### src/hw/rtl/tcw_pkg.sv
`default_nettype none
// ----------------------------------------------------------------------------
// Text console writer package
// Shared item types, controller/datapath command and status groups, and the
// character, mode and reset constants of the console.
// ----------------------------------------------------------------------------
package tcw_pkg;

    // Default screen geometry.
    localparam int COLUMNS_DEF = 80;
    localparam int ROWS_DEF    = 25;

    // Item modes.
    localparam logic [1:0] MODE_PUT   = 2'd0;
    localparam logic [1:0] MODE_READ  = 2'd1;
    localparam logic [1:0] MODE_CLEAR = 2'd2;

    // Character codes and reset values.
    localparam logic [7:0]  CH_NEWLINE  = 8'd10;
    localparam logic [7:0]  CH_SPACE    = 8'd32;
    localparam logic [7:0]  COLOR_RESET = 8'h07;
    localparam logic [15:0] CELL_RESET  = {COLOR_RESET, CH_SPACE};

    // One input item.
    typedef struct packed {
        logic [1:0] mode;
        logic [7:0] char_code;
        logic [4:0] read_row;
        logic [6:0] read_col;
    } t_in_item;

    // One result item.
    typedef struct packed {
        logic [15:0] cell_data;
        logic [4:0]  cursor_row;
        logic [6:0]  cursor_col;
        logic        scrolled;
    } t_out_item;

    // Commands from the controller to the datapath.
    typedef struct packed {
        logic latch;      // capture the incoming item
        logic exec;       // carry out the captured item
        logic fill_step;  // write one cell of the running fill
        logic load_out;   // load the result register
    } t_dp_cmd;

    // Status from the datapath to the controller.
    typedef struct packed {
        logic need_fill;  // the item being executed starts a fill
        logic fill_last;  // the current fill step writes the last cell
        logic out_busy;   // the result register holds an item not taken now
    } t_dp_status;

endpackage
`default_nettype wire

### src/hw/rtl/tcw_ctrl.sv
`default_nettype none
// ----------------------------------------------------------------------------
// Text console writer controller
// Sequences the reset clearing pass, item execution, row and screen fills,
// and the hand-off of each result to the output register.
// ----------------------------------------------------------------------------
module tcw_ctrl (
    input  wire                    i_clk,
    input  wire                    i_rst_n,
    input  wire                    i_in_valid,
    output logic                   o_in_stall,
    input  wire tcw_pkg::t_dp_status i_status,
    output tcw_pkg::t_dp_cmd       o_cmd
);
    import tcw_pkg::*;

    typedef enum logic [4:0] {
        S_INIT = 5'b00001,
        S_IDLE = 5'b00010,
        S_EXEC = 5'b00100,
        S_FILL = 5'b01000,
        S_DONE = 5'b10000
    } t_state;

    t_state r_state;
    t_state n_state;

    // Next state and commands.
    always_comb begin
        n_state         = r_state;
        o_cmd           = '0;
        o_in_stall      = 1'b1;
        case (r_state)
            S_INIT: begin
                o_cmd.fill_step = 1'b1;
                if (i_status.fill_last) begin
                    n_state = S_IDLE;
                end
            end
            S_IDLE: begin
                o_in_stall  = 1'b0;
                o_cmd.latch = i_in_valid;
                if (i_in_valid) begin
                    n_state = S_EXEC;
                end
            end
            S_EXEC: begin
                o_cmd.exec = 1'b1;
                n_state    = i_status.need_fill ? S_FILL : S_DONE;
            end
            S_FILL: begin
                o_cmd.fill_step = 1'b1;
                if (i_status.fill_last) begin
                    n_state = S_DONE;
                end
            end
            S_DONE: begin
                if (!i_status.out_busy) begin
                    o_cmd.load_out = 1'b1;
                    n_state        = S_IDLE;
                end
            end
            default: begin
                n_state = S_INIT;
            end
        endcase
    end

    // State register; reset starts the clearing pass.
    always_ff @(posedge i_clk) begin
        if (!i_rst_n) begin
            r_state <= S_INIT;
        end else begin
            r_state <= n_state;
        end
    end

endmodule
`default_nettype wire

### config.mk
export PLATFORM = sky130hd
export DESIGN_NAME = tcw_ctrl
export DESIGN_NICKNAME = d
export VERILOG_FILES = /design/src/hw/rtl/tcw_pkg.sv /design/src/hw/rtl/tcw_ctrl.sv
export SDC_FILE = /design/constraint.sdc
export NUM_CORES = 1
export LEC_CHECK = 0
export BUFFER_PORTS_ARGS = -buffer_cell sky130_fd_sc_hd__buf_2
export CAP_MARGIN = 20
export CORE_AREA = 8 8 45 47
export DETAILED_ROUTE_END_ITERATION = 7
export DIE_AREA = 0 0 53 55
export PLACE_DENSITY = 0.49
export SLEW_MARGIN = 20
export SYNTH_ARGS = -nofsm -noshare
export SYNTH_HDL_FRONTEND = slang
export SYNTH_SLANG_ARGS = --single-unit
### constraint.sdc
create_clock -name i_clk -period 1.8 [get_ports i_clk]
set_input_delay 0.54 -clock i_clk [delete_from_list [all_inputs] [get_ports i_clk]]
set_output_delay 0.54 -clock i_clk [all_outputs]
set_load 0.01 [all_outputs]
Yosys cells after proc, flatten, opt, wreduce, memory -nomap -nowiden
Cells that the tools add are included.
{"block": "totals", "regBits": 5, "in_bits": 6}
{"block": "classes", "n_eq_ne": 9, "reduce_logical": 2, "mux": 12}
{"operator": "5-bit two-way mux", "n": 5}
{"operator": "5-bit one-hot mux with 5 select lines", "n": 1}
{"operator": "2-bit inequality test (second input constant)", "n": 4}
{"operator": "1-bit two-way mux", "n": 6}
{"operator": "5-bit by 1-bit equality test with 1-bit output (second input constant)", "n": 1}
{"operator": "5-bit by 2-bit equality test with 1-bit output (second input constant)", "n": 1}
{"operator": "5-bit by 3-bit equality test with 1-bit output (second input constant)", "n": 1}
{"operator": "5-bit by 4-bit equality test with 1-bit output (second input constant)", "n": 1}
{"operator": "5-bit equality test (second input constant)", "n": 1}
{"operator": "4-bit AND reduction", "n": 1}
{"operator": "2-bit OR reduction", "n": 1}

Longest topological paths before layout
{"block": "depth", "word_depth": 3, "mapped_depth": 5}

Least setup slack after synthesis
No wires, ideal clock.
{"block": "synth_timing", "kind": "register -> output", "start": "reg r_state[1]", "end": "out o_cmd[0] (netlist name)", "arrival_time_ps": 1187, "stages_incl_launch_ff": 4, "required_time_ps": 1260, "path_slack_ps": 73, "path_cell_list": "dfxtp_1 buf_2 nor3_1 nor4bb_1"}
{"item": "start: declaration", "line": "tcw_ctrl.sv:25", "rtl": "t_state r_state;"}
{"item": "start signal: assignment", "line": "tcw_ctrl.sv:74", "rtl": "r_state <= n_state;"}
{"item": "end: declaration", "line": "tcw_ctrl.sv:13", "rtl": "output tcw_pkg::t_dp_cmd o_cmd"}

==> results.toml <==
[detailed_routing]
vias_per_cell = 4.726
finalWirelength_um = 856
met2_wirelength_um = 390
met3WireLength_um = 73
m1WireLength_um = 391
post_drt_wl_per_cell_um = 11.73
detail_route.first_pass.iterations = 4
via_count = 345
initialDrtViolationCount = 6
antenna_left = 0
drc_errors = 0
top_routing_layer_in_use = "met3"

[power_and_ir_drop]
power.ir.vdd_worst_v = 0.0003168
internal_power_w = 0.0003963
switching_share = 0.3635
total_leakage_power_nw = 0.2114
power_w = 0.0006225
gate_power_share = 0.534
p_per_area_mw_per_mm2 = 1214
clockPowerShare = 0.201
power.sequential.fraction = 0.265
switching_power_w = 0.0002263

[floorplan]
die_w_um = 53
start_util = 0.2514
core.rowCount = 14
die_height_um = 55
core_region_area_mm2 = 0.001384
die_area_mm2 = 0.002915
io_pins = 11

[final_layout]
design.final.nets = 64
max_flop_register = "r_state"
diodes = 0
final_cell_count_no_fill = 73
largest_register_ff_count = 5
n_fill_cell = 153
ff_latch_area_um2 = 110.1
fin_util = 0.3707
largest_registers = "r_state x5"
synthToLayoutAreaGrowth_pct = 47.48
final_layout_size_suffix_gt1_frac = 0.4912
total_area_of_multi_input_combinational_cells_um2 = 259.0

[critical_path]
cpPeakStageDelay_ns = 0.44
cp-end-kind = "primary output"
crit_path_start_kind = "register"
worst-endpoint-arrival_ns = 1.32
worstPathMaxFanout = 7
setup.worst_path.class = "reg -> out"
worstPathCellList = "xnor2_1, or4_4, inv_2, buf_6"
cpMaxStageDelayCell = "sky130_fd_sc_hd__or4_4"
worstPathRequired_ns = 1.26

[clock_tree]
ctsHtreeMaxLevel = 1
postCtsHoldBufs = 0
clkSinkCount = 5
cts_buffers = 3
tritoncts = "done"
worst_skew_pair.late_latency_ns = 0.23
ctsRootBufferMaster = "sky130_fd_sc_hd__clkbuf_4"
clock_path_buffers = 2
worst_setup_hold_path_clk_slew_ns = 0.04

[grt]
wire_length_of_the_first_global_routing_pass_mm = 1.524
antenna_found_initial = 0
globalRoute.totalOverflow = 0
total_routing_usage_reported_by_global_routing = 0.06991
grt_start_max_net_pins = 10
first_global_vias = 374

[sta]
slew_headroom = 0.8343
clock.fmax_ghz = 0.5378
report.final.slew_viol_count = 0
setup_viol_count_final = 1
setup_slack_ns = -0.05937
totalNegativeSetupSlack_ns = -0.05937
post-route-min-period_ns = 1.859
final.setup_skew_ns = 0.0001445
grt_setup_unrepaired = "true"
final_hold_viol_count = 0
hold_slack_ns = 0.5108
min_period_over_period = 1.033
max_slew.worst_pin.slew_ns = 0.2463

[yosys]
postSynthRegisterBits = 5
synthAdderAreaFrac = 0
dominant_combinational_cell_family_by_area_after_synthesis = "simple AND/OR/NAND/NOR gates"
synthTopCellsByArea = "sky130_fd_sc_hd__dfxtp_1, sky130_fd_sc_hd__o221ai_4, sky130_fd_sc_hd__mux2i_1"
ys_warn_count = 0
syn_inst = 41
synth_compound_gate_area_share = 0.1691
yosysTopAreaCell = "sky130_fd_sc_hd__dfxtp_1"
synth_edf_count = 0
postSynthAreaPerCell_um2 = 8.484
dominantRegCellSynth = "sky130_fd_sc_hd__dfxtp_1"
synthesis.nets = 47
async_reset_ff_frac = 0
ys_seq_area_frac = 0.2878
synthDominantCellAreaShare = 0.2878
yosysMostFrequentCell = "sky130_fd_sc_hd__dfxtp_1"
synthSimpleGateAreaFrac = 0.3633
post_synth_xor_area_fraction = 0.07554
yosys.cell_types.count = 24
netlist_top_cells_count = "sky130_fd_sc_hd__dfxtp_1, sky130_fd_sc_hd__nand2_1, sky130_fd_sc_hd__nand3_1, sky130_fd_sc_hd__nor3_1, sky130_fd_sc_hd__nor4_1"
mappedNetlistArea_um2 = 347.8
proportion_of_synthesized_area_in_mux_cells = 0.05755

[min_path]
min_path_type = "reg -> reg"

[placement]
io_port_bufs = 10
detailed_place_hpwl_um = 689.4
dp_cells = 69
globalplace.congestion = 0.7400

[run_status]
violations = "setup timing"
outcome = "complete, but fails checks"

[run]
maxCapViolCount = 0
path summary, 6_finish.rpt:
check                           startpoint    endpoint  slack [ns]  depth (start not counted)
worst max-delay path            r_state[3]    o_cmd[1]       -0.06                          4
worst min-delay path            r_state[1]  r_state[1]        0.51                          2
worst max register to register  r_state[3]  r_state[1]        0.36                          4
worst min register to register  r_state[1]  r_state[1]        0.51                          2
power groups by stage:
stage | registers (W) | clock network, W | logic (W)
after floorplan | 0.000142 | 0 | 0.000221
after global placement | 0.000161 | 0 | 0.000302
after detailed placement | 0.000162 | 0 | 0.000295
after CTS | 0.000160 | 0.000132 | 0.000307
after global routing | 0.000169 | 0.000144 | 0.000367
final | 0.000165 | 0.000125 | 0.000332
stage by stage:
step	area, µm²	worst slack [ns]
floorplan	347.8	0.07343
global placement	442.9	0.1439
detailed placement	442.9	0.1164
CTS	486.7	-0.08149
global route	513.0	-0.1086
finish	513.0	-0.05937
final cells by class:
cell class	count	area share
clock buffers	4	0.05122
repair buffers	15	0.1829
multi-input cells	32	0.5049
flip-flops and latches	5	0.2146
well taps	16	0.03902
inverters	1	0.007317
cells in the final DEF, fill, tap and decap left out, types with 2 or more instances in the layout:
master,count
sky130_fd_sc_hd__dfxtp_2,2
sky130_fd_sc_hd__nand2_1,3
sky130_fd_sc_hd__nand3_1,3
sky130_fd_sc_hd__nor3_1,3
sky130_fd_sc_hd__dfxtp_4,2
sky130_fd_sc_hd__mux2i_1,2
sky130_fd_sc_hd__buf_4,5
sky130_fd_sc_hd__buf_2,9
sky130_fd_sc_hd__and3_1,2
sky130_fd_sc_hd__clkbuf_4,3
sky130_fd_sc_hd__o21ai_0,2
sky130_fd_sc_hd__xor2_1,2
metal layers:
| layer | global-route usage | vias up |
|---|---|---|
| met1 | 0.07587 | 145 |
| met3 | 0.04278 | 0 |
| met4 | 0.03879 | 0 |
| met2 | 0.1035 | 14 |
| met5 | 0 | - |
| li1 | - | 186 |
cells by family (layout without fill, tap and decap cells):
group,after synthesis,in the layout
buf+inv,4,20
flops,5,5
simple gates,21,21
mux,2,2
compound gates,6,6
xor+xnor,3,3
critical path: cells and delay by family, from the launching register on:
kind	cells	cell delay, ns
XOR/XNOR	1	0.12
buffers and inverters	2	0.16
flip-flops	1	0.36
AND/OR/NAND/NOR	1	0.44
timing repair:
action / CTS / global route
gates cloned: 0 / 0
setup buffers: 0 / 0
endpoints found under the setup margin: 5 / 5
resized for setup: 4 / 8
pin swaps: 0 / 1
hold endpoints to repair: 0 / 0
Power figures use the tool's default switching activity.
